### config.mk
export PLATFORM = sky130hd
export DESIGN_NAME = binomial_coefficient_mod_prime
export DESIGN_NICKNAME = d
export VERILOG_FILES = /design/src/design/bcmp_pkg.sv /design/src/design/bcmp_mulmod.sv /design/src/design/binomial_coefficient_mod_prime.sv
export SDC_FILE = /design/constraint.sdc
export NUM_CORES = 2
export LEC_CHECK = 0
export BUFFER_PORTS_ARGS = -buffer_cell sky130_fd_sc_hd__buf_2
export CORE_MARGIN = 2
export CORE_UTILIZATION = 45
export CTS_CLUSTER_DIAMETER = 150
export DETAILED_ROUTE_END_ITERATION = 8
export MAX_ROUTING_LAYER = met4
export RECOVER_POWER = 50
export SYNTH_ARGS = -nofsm -noshare
export SYNTH_HDL_FRONTEND = slang
export SYNTH_SLANG_ARGS = --single-unit
### constraint.sdc
create_clock -name clock -period 14.5 [get_ports clock]
set_input_delay 2.9 -clock clock [delete_from_list [all_inputs] [get_ports clock]]
set_output_delay 2.9 -clock clock [all_outputs]
set_load 0.02 [all_outputs]
### src/design/bcmp_pkg.sv
// Shared definitions for the binomial coefficient modulo prime block:
// the prime, Barrett reduction constants, the Fermat exponent and the
// request/response structs of the modular multiplier. No dependencies.
`default_nettype none

package bcmp_pkg;

   // Operand and result width: every residue is below the prime and fits 30 bits
   localparam int VAL_W = 30;
   // Width of n, k and the factorial index
   localparam int IDX_W = 16;

   localparam logic [VAL_W-1:0] P_MOD = 30'd1000000007;
   localparam logic [IDX_W-1:0] MAX_N = 16'd65535;

   // Barrett reduction: mu = floor(2^60 / p), 31 bits wide
   localparam logic [62:0] MU_FULL    = (63'd1 << 60) / {33'd0, P_MOD};
   localparam logic [30:0] BARRETT_MU = MU_FULL[30:0];

   // Residue correction bounds (remainder estimate stays below 3p < 2^32)
   localparam logic [31:0] P_MOD_32 = {2'b00, P_MOD};
   localparam logic [31:0] P_MOD_X2 = {1'b0, P_MOD, 1'b0};

   // Fermat inverse exponent p-2, scanned from bit 0 up to its top bit
   localparam int              EXP_BITS = 30;
   localparam logic [VAL_W-1:0] EXP_E   = P_MOD - 30'd2;
   localparam logic [4:0]       EXP_LAST = 5'(EXP_BITS - 1);

   typedef struct packed {
      logic             valid;
      logic [VAL_W-1:0] a;
      logic [VAL_W-1:0] b;
   } mul_req_type;

   typedef struct packed {
      logic             valid;
      logic [VAL_W-1:0] value;
   } mul_rsp_type;

endpackage

`default_nettype wire

### src/design/bcmp_mulmod.sv
// Pipelined modular multiplier: (a * b) mod p with Barrett reduction,
// four register stages, one new operation per cycle. Uses bcmp_pkg.
`default_nettype none

module bcmp_mulmod import bcmp_pkg::*; (
   input  logic        clock,
   input  logic        reset,
   input  mul_req_type mul_req,
   output mul_rsp_type mul_rsp
);

   logic             s1_valid_ff, s2_valid_ff, s3_valid_ff, s4_valid_ff;
   logic [59:0]      s1_prod_ff, s1_prod_in;
   logic [VAL_W-1:0] s2_quot_ff, s2_quot_in;
   logic [31:0]      s2_low_ff;
   logic [31:0]      s3_rem_ff, s3_rem_in;
   logic [VAL_W-1:0] s4_res_ff, s4_res_in;
   logic [61:0]      est_full;
   logic [59:0]      qp_full;

   always_comb begin
      // full product, below p^2 < 2^60
      s1_prod_in = 60'(mul_req.a) * 60'(mul_req.b);
      // quotient estimate, at most two below the true quotient
      est_full   = 62'(s1_prod_ff[59:29]) * 62'(BARRETT_MU);
      s2_quot_in = est_full[60:31];
      // remainder estimate needs only the low 32 bits
      qp_full    = 60'(s2_quot_ff) * 60'(P_MOD);
      s3_rem_in  = s2_low_ff - qp_full[31:0];
      // drop at most two multiples of p
      if (s3_rem_ff >= P_MOD_X2) begin
         s4_res_in = 30'(s3_rem_ff - P_MOD_X2);
      end else if (s3_rem_ff >= P_MOD_32) begin
         s4_res_in = 30'(s3_rem_ff - P_MOD_32);
      end else begin
         s4_res_in = s3_rem_ff[VAL_W-1:0];
      end
   end

   always_ff @(posedge clock) begin
      if (reset) begin
         s1_valid_ff <= 1'b0;
         s2_valid_ff <= 1'b0;
         s3_valid_ff <= 1'b0;
         s4_valid_ff <= 1'b0;
      end else begin
         s1_valid_ff <= mul_req.valid;
         s2_valid_ff <= s1_valid_ff;
         s3_valid_ff <= s2_valid_ff;
         s4_valid_ff <= s3_valid_ff;
      end
      s1_prod_ff <= s1_prod_in;
      s2_quot_ff <= s2_quot_in;
      s2_low_ff  <= s1_prod_ff[31:0];
      s3_rem_ff  <= s3_rem_in;
      s4_res_ff  <= s4_res_in;
   end

   assign mul_rsp.valid = s4_valid_ff;
   assign mul_rsp.value = s4_res_ff;

endmodule

`default_nettype wire

### src/design/binomial_coefficient_mod_prime.sv
// Binomial coefficient C(n,k) modulo 1000000007: top level with the sequencer.
// Depends on bcmp_pkg and on the shared multiplier bcmp_mulmod.
//
// Usage:
//   An item enters on req_valid/req_stall with req_n_total and req_k_choose;
//   it is taken at a clock edge where req_valid is high and req_stall low.
//   One result item leaves on rsp_valid/rsp_stall with rsp_binomial_value and
//   rsp_k_exceeds_n. req_stall stays high from acceptance until the result
//   has been taken, so one item is in the block at a time.
//   All arithmetic runs through one four-stage modular multiplier. The
//   factorial sweep issues one multiplication each time the previous one
//   leaves the pipeline. If k > n the flag is set and the value is zero,
//   with no arithmetic.
//   k! and (n-k)! are captured on the way to n!; their product is inverted
//   once by square-and-multiply to the power p-2 (15 multiplies, 29 squares).
//   While rsp_stall is high the result holds on the output registers and no
//   new item is taken. Synchronous reset returns the sequencer to idle and
//   empties the multiplier pipeline; no clearing pass is needed.
`default_nettype none

module binomial_coefficient_mod_prime import bcmp_pkg::*; (
   input  logic             clock,
   input  logic             reset,
   input  logic             req_valid,
   output logic             req_stall,
   input  logic [IDX_W-1:0] req_n_total,
   input  logic [IDX_W-1:0] req_k_choose,
   output logic             rsp_valid,
   input  logic             rsp_stall,
   output logic [VAL_W-1:0] rsp_binomial_value,
   output logic             rsp_k_exceeds_n
);

   typedef enum logic [3:0] {
      ST_IDLE,
      ST_FACT,
      ST_DEN_GO,
      ST_DEN_WAIT,
      ST_EXP_MUL_GO,
      ST_EXP_MUL_WAIT,
      ST_EXP_SQR_GO,
      ST_EXP_SQR_WAIT,
      ST_FIN_GO,
      ST_FIN_WAIT,
      ST_RESP
   } state_type;

   state_type        state_ff, state_in;
   logic [IDX_W-1:0] n_ff, n_in;
   logic [IDX_W-1:0] k_ff, k_in;
   logic [IDX_W-1:0] nk_ff, nk_in;
   logic [IDX_W-1:0] idx_ff, idx_in;
   logic [VAL_W-1:0] acc_ff, acc_in;     // running factorial, ends as n!
   logic [VAL_W-1:0] fk_ff, fk_in;       // k!
   logic [VAL_W-1:0] fnk_ff, fnk_in;     // (n-k)!
   logic [VAL_W-1:0] base_ff, base_in;   // repeated square of the denominator
   logic [VAL_W-1:0] pw_ff, pw_in;       // partial power, ends as the inverse
   logic [4:0]       bit_ff, bit_in;
   logic [VAL_W-1:0] value_ff, value_in;
   logic             flag_ff, flag_in;

   logic [IDX_W-1:0] n_sat;
   logic [IDX_W-1:0] idx_next;
   mul_req_type      mul_req;
   mul_rsp_type      mul_rsp;

   bcmp_mulmod u_mulmod (
      .clock   (clock),
      .reset   (reset),
      .mul_req (mul_req),
      .mul_rsp (mul_rsp)
   );

   // n is clamped to the sweep limit before anything else, the k test included
   assign n_sat    = (req_n_total > MAX_N) ? MAX_N : req_n_total;
   assign idx_next = idx_ff + 16'd1;

   always_comb begin
      state_in = state_ff;
      n_in     = n_ff;
      k_in     = k_ff;
      nk_in    = nk_ff;
      idx_in   = idx_ff;
      acc_in   = acc_ff;
      fk_in    = fk_ff;
      fnk_in   = fnk_ff;
      base_in  = base_ff;
      pw_in    = pw_ff;
      bit_in   = bit_ff;
      value_in = value_ff;
      flag_in  = flag_ff;
      mul_req  = '{valid: 1'b0, a: '0, b: '0};

      case (state_ff)
         ST_IDLE: begin
            if (req_valid) begin
               n_in   = n_sat;
               k_in   = req_k_choose;
               nk_in  = n_sat - req_k_choose;
               idx_in = '0;
               acc_in = 30'd1;
               // 0! = 1 covers k = 0 and k = n without a capture
               fk_in  = 30'd1;
               fnk_in = 30'd1;
               if (req_k_choose > n_sat) begin
                  value_in = '0;
                  flag_in  = 1'b1;
                  state_in = ST_RESP;
               end else begin
                  flag_in = 1'b0;
                  if (n_sat == '0) begin
                     state_in = ST_DEN_GO;
                  end else begin
                     mul_req  = '{valid: 1'b1, a: 30'd1, b: 30'd1};
                     idx_in   = 16'd1;
                     state_in = ST_FACT;
                  end
               end
            end
         end

         ST_FACT: begin
            // result is idx!: capture it, then chain the next factor at once
            if (mul_rsp.valid) begin
               acc_in = mul_rsp.value;
               if (idx_ff == k_ff) begin
                  fk_in = mul_rsp.value;
               end
               if (idx_ff == nk_ff) begin
                  fnk_in = mul_rsp.value;
               end
               if (idx_ff == n_ff) begin
                  state_in = ST_DEN_GO;
               end else begin
                  mul_req = '{valid: 1'b1, a: mul_rsp.value, b: 30'(idx_next)};
                  idx_in  = idx_next;
               end
            end
         end

         ST_DEN_GO: begin
            mul_req  = '{valid: 1'b1, a: fk_ff, b: fnk_ff};
            state_in = ST_DEN_WAIT;
         end

         ST_DEN_WAIT: begin
            if (mul_rsp.valid) begin
               base_in  = mul_rsp.value;
               pw_in    = 30'd1;
               bit_in   = '0;
               state_in = ST_EXP_MUL_GO;
            end
         end

         ST_EXP_MUL_GO: begin
            if (EXP_E[bit_ff]) begin
               mul_req  = '{valid: 1'b1, a: pw_ff, b: base_ff};
               state_in = ST_EXP_MUL_WAIT;
            end else begin
               state_in = ST_EXP_SQR_GO;
            end
         end

         ST_EXP_MUL_WAIT: begin
            if (mul_rsp.valid) begin
               pw_in    = mul_rsp.value;
               state_in = ST_EXP_SQR_GO;
            end
         end

         ST_EXP_SQR_GO: begin
            // skip the square after the top exponent bit
            if (bit_ff == EXP_LAST) begin
               state_in = ST_FIN_GO;
            end else begin
               mul_req  = '{valid: 1'b1, a: base_ff, b: base_ff};
               state_in = ST_EXP_SQR_WAIT;
            end
         end

         ST_EXP_SQR_WAIT: begin
            if (mul_rsp.valid) begin
               base_in  = mul_rsp.value;
               bit_in   = bit_ff + 5'd1;
               state_in = ST_EXP_MUL_GO;
            end
         end

         ST_FIN_GO: begin
            mul_req  = '{valid: 1'b1, a: acc_ff, b: pw_ff};
            state_in = ST_FIN_WAIT;
         end

         ST_FIN_WAIT: begin
            if (mul_rsp.valid) begin
               value_in = mul_rsp.value;
               state_in = ST_RESP;
            end
         end

         ST_RESP: begin
            // hold the result until the receiver takes it
            if (!rsp_stall) begin
               state_in = ST_IDLE;
            end
         end

         default: begin
            state_in = ST_IDLE;
         end
      endcase
   end

   always_ff @(posedge clock) begin
      if (reset) begin
         state_ff <= ST_IDLE;
      end else begin
         state_ff <= state_in;
      end
      n_ff     <= n_in;
      k_ff     <= k_in;
      nk_ff    <= nk_in;
      idx_ff   <= idx_in;
      acc_ff   <= acc_in;
      fk_ff    <= fk_in;
      fnk_ff   <= fnk_in;
      base_ff  <= base_in;
      pw_ff    <= pw_in;
      bit_ff   <= bit_in;
      value_ff <= value_in;
      flag_ff  <= flag_in;
   end

   assign req_stall          = (state_ff != ST_IDLE);
   assign rsp_valid          = (state_ff == ST_RESP);
   assign rsp_binomial_value = value_ff;
   assign rsp_k_exceeds_n    = flag_ff;

   // A pending result keeps the input side closed
   a_busy_while_resp: assert property (@(posedge clock) disable iff (reset)
      rsp_valid |-> req_stall)
      else $error("input open while a result is pending");

   // The flagged case always carries a zero value
   a_flag_zero: assert property (@(posedge clock) disable iff (reset)
      (rsp_valid && rsp_k_exceeds_n) |-> (rsp_binomial_value == '0))
      else $error("k above n with nonzero value");

   // Every delivered value is a reduced residue
   a_reduced: assert property (@(posedge clock) disable iff (reset)
      rsp_valid |-> (rsp_binomial_value < P_MOD))
      else $error("result not reduced modulo p");

   // Multiplier results arrive only while the sequencer waits for one
   a_mul_expected: assert property (@(posedge clock) disable iff (reset)
      mul_rsp.valid |-> (state_ff == ST_FACT || state_ff == ST_DEN_WAIT ||
                         state_ff == ST_EXP_MUL_WAIT || state_ff == ST_EXP_SQR_WAIT ||
                         state_ff == ST_FIN_WAIT))
      else $error("unexpected multiplier result");

endmodule

`default_nettype wire
---- After elaboration in Yosys (flattened, before gate mapping) ----
Memory sizes are Yosys's and may differ from the RTL's. A register that Yosys moved wholly into a read port is not among the register bits.
Index checks and enable logic that the tools add are counted.
word-level totals
  register bits ........................... 442
  bits in read-only memories .............. 32
  input port bits ......................... 36
  output and inout bits ................... 33
  logic and storage cells ................. 131
  memories kept ........................... 1
memory list
  memory            words  bits a word  read ports  clocked after memory_dff  wr ports  RTL line                               RTL
  (name not given)  32     1            1           1                         0         binomial_coefficient_mod_prime.sv:156  if (EXP_E[bit_ff]) begin
cells by class
  add/sub/neg operators ................... 6
  $mul .................................... 3
  magnitude comparators ................... 5
  equality and inequality tests ........... 27
  mux-type cells .......................... 49
  reductions and logical operators ........ 18
operators by type and width
  kind                                                   number
  two-way mux 61 bit                                     7
  case mux 61 bit (6 select lines)                       1
  two-way mux 30 bit                                     11
  case mux 30 bit (2 select lines)                       5
  two-way mux 16 bit                                     4
  multiplier 30 x 30 -> 60 bit                           1
  subtractor 30 bit, second input constant               2
  multiplier 31 x 28 -> 58 bit, second input constant    1
  == test 16 bit                                         3
  case mux 4 bit (10 select lines)                       1
  two-way mux 4 bit                                      9
  >= comparator 32 x 30 -> 1 bit, second input constant  1
  >= comparator 32 x 31 -> 1 bit, second input constant  1
  multiplier 30 x 30 -> 32 bit, second input constant    1
  case mux 16 bit (2 select lines)                       1
  subtractor 32 bit                                      1
  adder 16 x 1 -> 16 bit, second input constant          1
  == test 4 x 3 -> 1 bit, second input constant          4
  > comparator 16 bit                                    1
  > comparator 16 bit, second input constant             1
  zero test 16 bit                                       1
  AND reduction 4 bit                                    4
  subtractor 16 bit                                      1
  two-way mux 5 bit                                      3
  other kinds (18)                                       42

---- Logic depth before layout (Yosys ltp) ----
  depth in word-level cells ............... 8
  mapped depth ............................ 41
  depth with buffers taken out ............ 41

---- By module ----
A second synthesis with hierarchy kept.
second synthesis, totals
  cell total of the unflattened synthesis .. 6660
  area, all modules ....................... 67633.6 sq um
by module, submodules not included
  module                          instances  cells an instance  area each (sq um)
  bcmp_mulmod                     1          5718               55709.7
  binomial_coefficient_mod_prime  1          942                11923.9

---- Worst setup path after synthesis ----
OpenSTA, ideal clock, no wires.
  path type ............................... input to register
  from .................................... input req_n_total[0]
  to ...................................... register u_mulmod.s1_prod_ff[59]
  library setup time ...................... 0.114 ns
  arrival ................................. 11.492 ns
  setup slack ............................. 2.894 ns
  cell stages on the path ................. 36
  path buffers ............................ 0
  cell sequence ........................... inv_1 > ha_1 > fa_1 > nor2b_1 > o21ai_0 > a21boi_1 > o21ai_0 > a21boi_0 > o21ai_1 > a311oi_1 > o2111ai_1 > a2111o_1 > nand2_1 > nand2_1 > fa_1 > fa_1 > fa_1 > fa_1 > inv_1 > fa_1 > fa_1 > fa_1 > inv_1 > fa_1 > inv_1 > ha_1 > a21o_1 > a21oi_1 > nor2_1 > a21oi_1 > a21oi_1 > a211oi_1 > a21oi_1 > o41ai_1 > mux2i_1 > a2111oi_0
on the way
  cells in the longest elaborated chain, start to end .. 8
RTL lines
  item                                                         RTL line                               RTL
  start: declaration                                           binomial_coefficient_mod_prime.sv:26   input logic [IDX_W-1:0] req_n_total,
  > comparator 16 bit                                          binomial_coefficient_mod_prime.sv:75   assign n_sat = (req_n_total > MAX_N) ? MAX_N : req_n_total;
  two-way mux 16 bit (*)                                       binomial_coefficient_mod_prime.sv:75
  branches (longest 2 deep; another with > comparator 16 bit)  -
  two-way mux 61 bit (*)                                       binomial_coefficient_mod_prime.sv:105  if (req_k_choose > n_sat) begin
  two-way mux 61 bit (*)                                       binomial_coefficient_mod_prime.sv:96   if (req_valid) begin
  case mux 61 bit (6 select lines) (*)                         binomial_coefficient_mod_prime.sv:94   case (state_ff)
  multiplier 30 x 30 -> 60 bit (*)                             bcmp_mulmod.sv:23                      s1_prod_in = 60'(mul_req.a) * 60'(mul_req.b);
  net u_mulmod.s1_prod_in[59]                                  bcmp_mulmod.sv:13                      logic [59:0] s1_prod_ff, s1_prod_in;
  end signal: assignment                                       bcmp_mulmod.sv:52                      s1_prod_ff <= s1_prod_in;
  end: declaration                                             bcmp_mulmod.sv:13
Mark *: on every way through the listed nets, which the timed path passes.
A chain may end at the register's enable or synchronous reset.

---- Worst setup path after layout ----
  from .................................... input req_n_total[0]
  to ...................................... register u_mulmod.s1_prod_ff[58]
The elaborated chain is that of the path after synthesis.

==> metrics <==
status=finished, violations left; failing checks=capacitance limit, slew limit; Post-synth ARST share=0; register area=11,400 sq um; IO Pins=69; Avg Inst Size Synth=9.90 sq um; first-pass GRT wire length=296 mm; slowest CP cell=nor4_1; Crit. End Element=flop; Pins Over Slew Limit=214; Reg-to-Reg End=u_mulmod.s1_prod_ff[58]$_DFF_P_; Die Wd=389 um; setup violators final=0; syn nets=8,842; 1st-iter DRT viols=3,015; main flop type after synthesis=edfxtp_1; WS Path Type=in -> reg; Overflow after GRT=0; Clk pin slew, worst setup/hold paths=60 ps; post_cts resized=0; CTS max path bufs=3; Max Clock Freq=76.7 MHz; CTS H-tree depth=2; port buffer count=68; clock latency on the worst-skew pair=650 ps; Routed WL=186 mm; Placeable Area=147,000 sq um; Hold Crit Endpoint=u_mulmod.s2_low_ff[16]$_DFF_P_; count of cell types in the netlist=78; min-delay src=u_mulmod.s1_prod_ff[16]$_DFF_P_; Critical Path AT=13,560 ps; floorplan row count=141; Layout fillers=13,837; Yosys warnings=0; Post-DRT Antenna Nets=0; layout cells sized above 1=0.0389; largest net degree at the start of global routing=62; GRT Overall Usage=0.263; cts hold-fix bufs=0; post-CTS setup buffers=0; GPL Wtd Cong=0.944; CTS Root Cell=clkbuf_16; CTS tree=done; area grow syn2layout=6.43%; Pre-antenna DRT Iters=6; final hold vios=0; Vias/cell=5.34; clk sinks=443; DRC=0; Worst EP required=15,010 ps; CTS Buf Count=52; Startpoint Class=input port; skew final=26.3 ps; Synth Register Bits=443; routed vias=46,476; area of the multi-input gates=48,600 sq um; Worst Tran Pin Value=2650 ps; RSZ-0062 raised after global routing=no; Hold Path Class=reg -> reg; synthesized area=66,700 sq um; final cell utilization of the core=0.482; drt wl/cell=21.4 um; Tmin final=13,040 ps; sequential fraction of the synthesis area=0.170; CP max FO=7; Initial Util=0.453; hold-critical path depth=0; Cells after Synth=6,741; final period utilization=0.900; worst relative slew slack=-0.768; Max-Cap Viols=6; Crit path largest cell delay=590 ps; setup_tns=0 ps; DP Area=69,500 sq um; Critical R2R Launch=state_ff[1]$_SDFFE_PP0P_; worst r2r path cells=33; final instance area=71,000 sq um; most frequent cell on the critical path=fa_1; initial antenna violation count=2; flop2flop setup slack=2550 ps; die area=151,000 sq um; hpwl dp=149 mm; vias in the first global route=51,039; die height=389 um; Post-synth EDFFs=250; nets=8,825
[worst max path at each step]
| stage | startpoint | end | slack [ps] | cells after the start |
|---|---|---|---|---|
| finish | req_n_total[0] | u_mulmod.s1_prod_ff[58]$_DFF_P_ | 1460 | 38 |
| global route | req_n_total[0] | u_mulmod.s1_prod_ff[58]$_DFF_P_ | 670 | 38 |
| CTS | req_n_total[0] | u_mulmod.s1_prod_ff[58]$_DFF_P_ | 1560 | 38 |
| detailed placement | req_n_total[0] | u_mulmod.s1_prod_ff[58]$_DFF_P_ | 890 | 38 |
| global placement | req_n_total[0] | u_mulmod.s1_prod_ff[58]$_DFF_P_ | 1080 | 38 |
| floorplan | req_n_total[0] | u_mulmod.s1_prod_ff[59]$_DFF_P_ | 2890 | 36 |
[layout by cell type (no fill, tap or decap), types with 79 or more instances in the layout]
cell type,Yosys,final
inv_1,1599,1598
a21oi_1,155,151
nor2_1,180,176
xnor2_1,136,136
edfxtp_1,250,250
o21ai_0,101,91
and2_1,116,79
fa_1,1259,1259
buf_4,0,90
dfxtp_1,193,193
nand2_1,907,905
xor2_1,113,113
nor2b_1,91,91
ha_1,806,806
[flip-flops by register name, indices dropped and copies added (netlist names), 30 cells and up, named ones only]
name,flops
acc_ff,30
base_ff,30
fk_ff,30
fnk_ff,30
pw_ff,30
rsp_binomial_value,30
u_mulmod.s1_prod_ff,60
u_mulmod.s2_low_ff,32
u_mulmod.s2_quot_ff,30
u_mulmod.s3_rem_ff,32
u_mulmod.s4_res_ff,30
[cells by family after synthesis]
kind of cell | after synthesis | share of synthesized area
AOI/OAI and AO/OA | 579 | 0.0588
muxes | 5 | 0.000787
and+or+nand+nor | 1563 | 0.105
buffers and inverters | 1835 | 0.104
DFF | 443 | 0.170
adders and majority gates | 2067 | 0.529
xor gates and xnor gates | 249 | 0.0327
[Yosys cell counts, drive strengths merged (10+ instances only)]
master / n / area share
a21o: 63 / 0.0071
nor2: 180 / 0.010
nand3: 71 / 0.0054
clkbuf: 219 / 0.012
a31oi: 18 / 0.0018
edfxtp: 250 / 0.11
dfxtp: 193 / 0.058
inv: 1599 / 0.090
a22oi: 22 / 0.0025
nand4: 18 / 0.0017
nor3: 25 / 0.0019
fa: 1259 / 0.38
or3: 15 / 0.0015
a211oi: 17 / 0.0019
a221oi: 12 / 0.0016
or2: 11 / 0.0010
a21oi: 156 / 0.012
xor2: 113 / 0.015
nor2b: 91 / 0.0085
o21bai: 16 / 0.0018
o31ai: 17 / 0.0021
o21ai: 109 / 0.0083
and2: 118 / 0.011
buf: 17 / 0.0015
nand2b: 33 / 0.0031
and3: 52 / 0.0049
xnor2: 136 / 0.018
ha: 806 / 0.15
a21boi: 10 / 0.0011
o21a: 27 / 0.0030
nor4: 26 / 0.0024
a222oi: 40 / 0.0060
nand2: 907 / 0.051
[per-layer routing]
metal / vias to the layer above / global-route usage / wire (um)
li1: 20724 / - / -
met1: 23938 / 0.318 / 73600
met2: 1421 / 0.443 / 91700
met3: 393 / 0.0274 / 9580
met4: 0 / 0.127 / 11200
met5: - / - / 0
[layout make-up]
class	count	share of cell area
antenna	1	0.0000352
tap	1930	0.0340
multi-input combinational	4463	0.684
inverter	1599	0.0845
sequential	443	0.160
clock inverter	30	0.00315
timing repair buffer	165	0.0142
clock buffer	67	0.0196
[worst max-delay path, delay by kind of cell]
family / cells / cell delay, ps
AO/OA/AOI/OAI: 16 / 4450
adder cells (fa/ha/maj): 11 / 4310
AND/OR/NAND/NOR: 5 / 1360
buffers and inverters: 5 / 340
XOR/XNOR: 1 / 150
[metrics by stage]
stage | worst slack (ps) | cells | hold slack, ps
5_1_grt | 667 | 8698 | 329
6_report | 1460 | 8698 | 321
4_1_cts | 1560 | 8697 | 322
3_3_place_gp | 1080 | 8600 | 312
2_1_floorplan | 2890 | 6741 | 310
3_5_place_dp | 894 | 8600 | 312
Power is left out: the tool's default activity adds up to more than one toggle a clock period on the data nets, which glitch-free logic cannot reach.
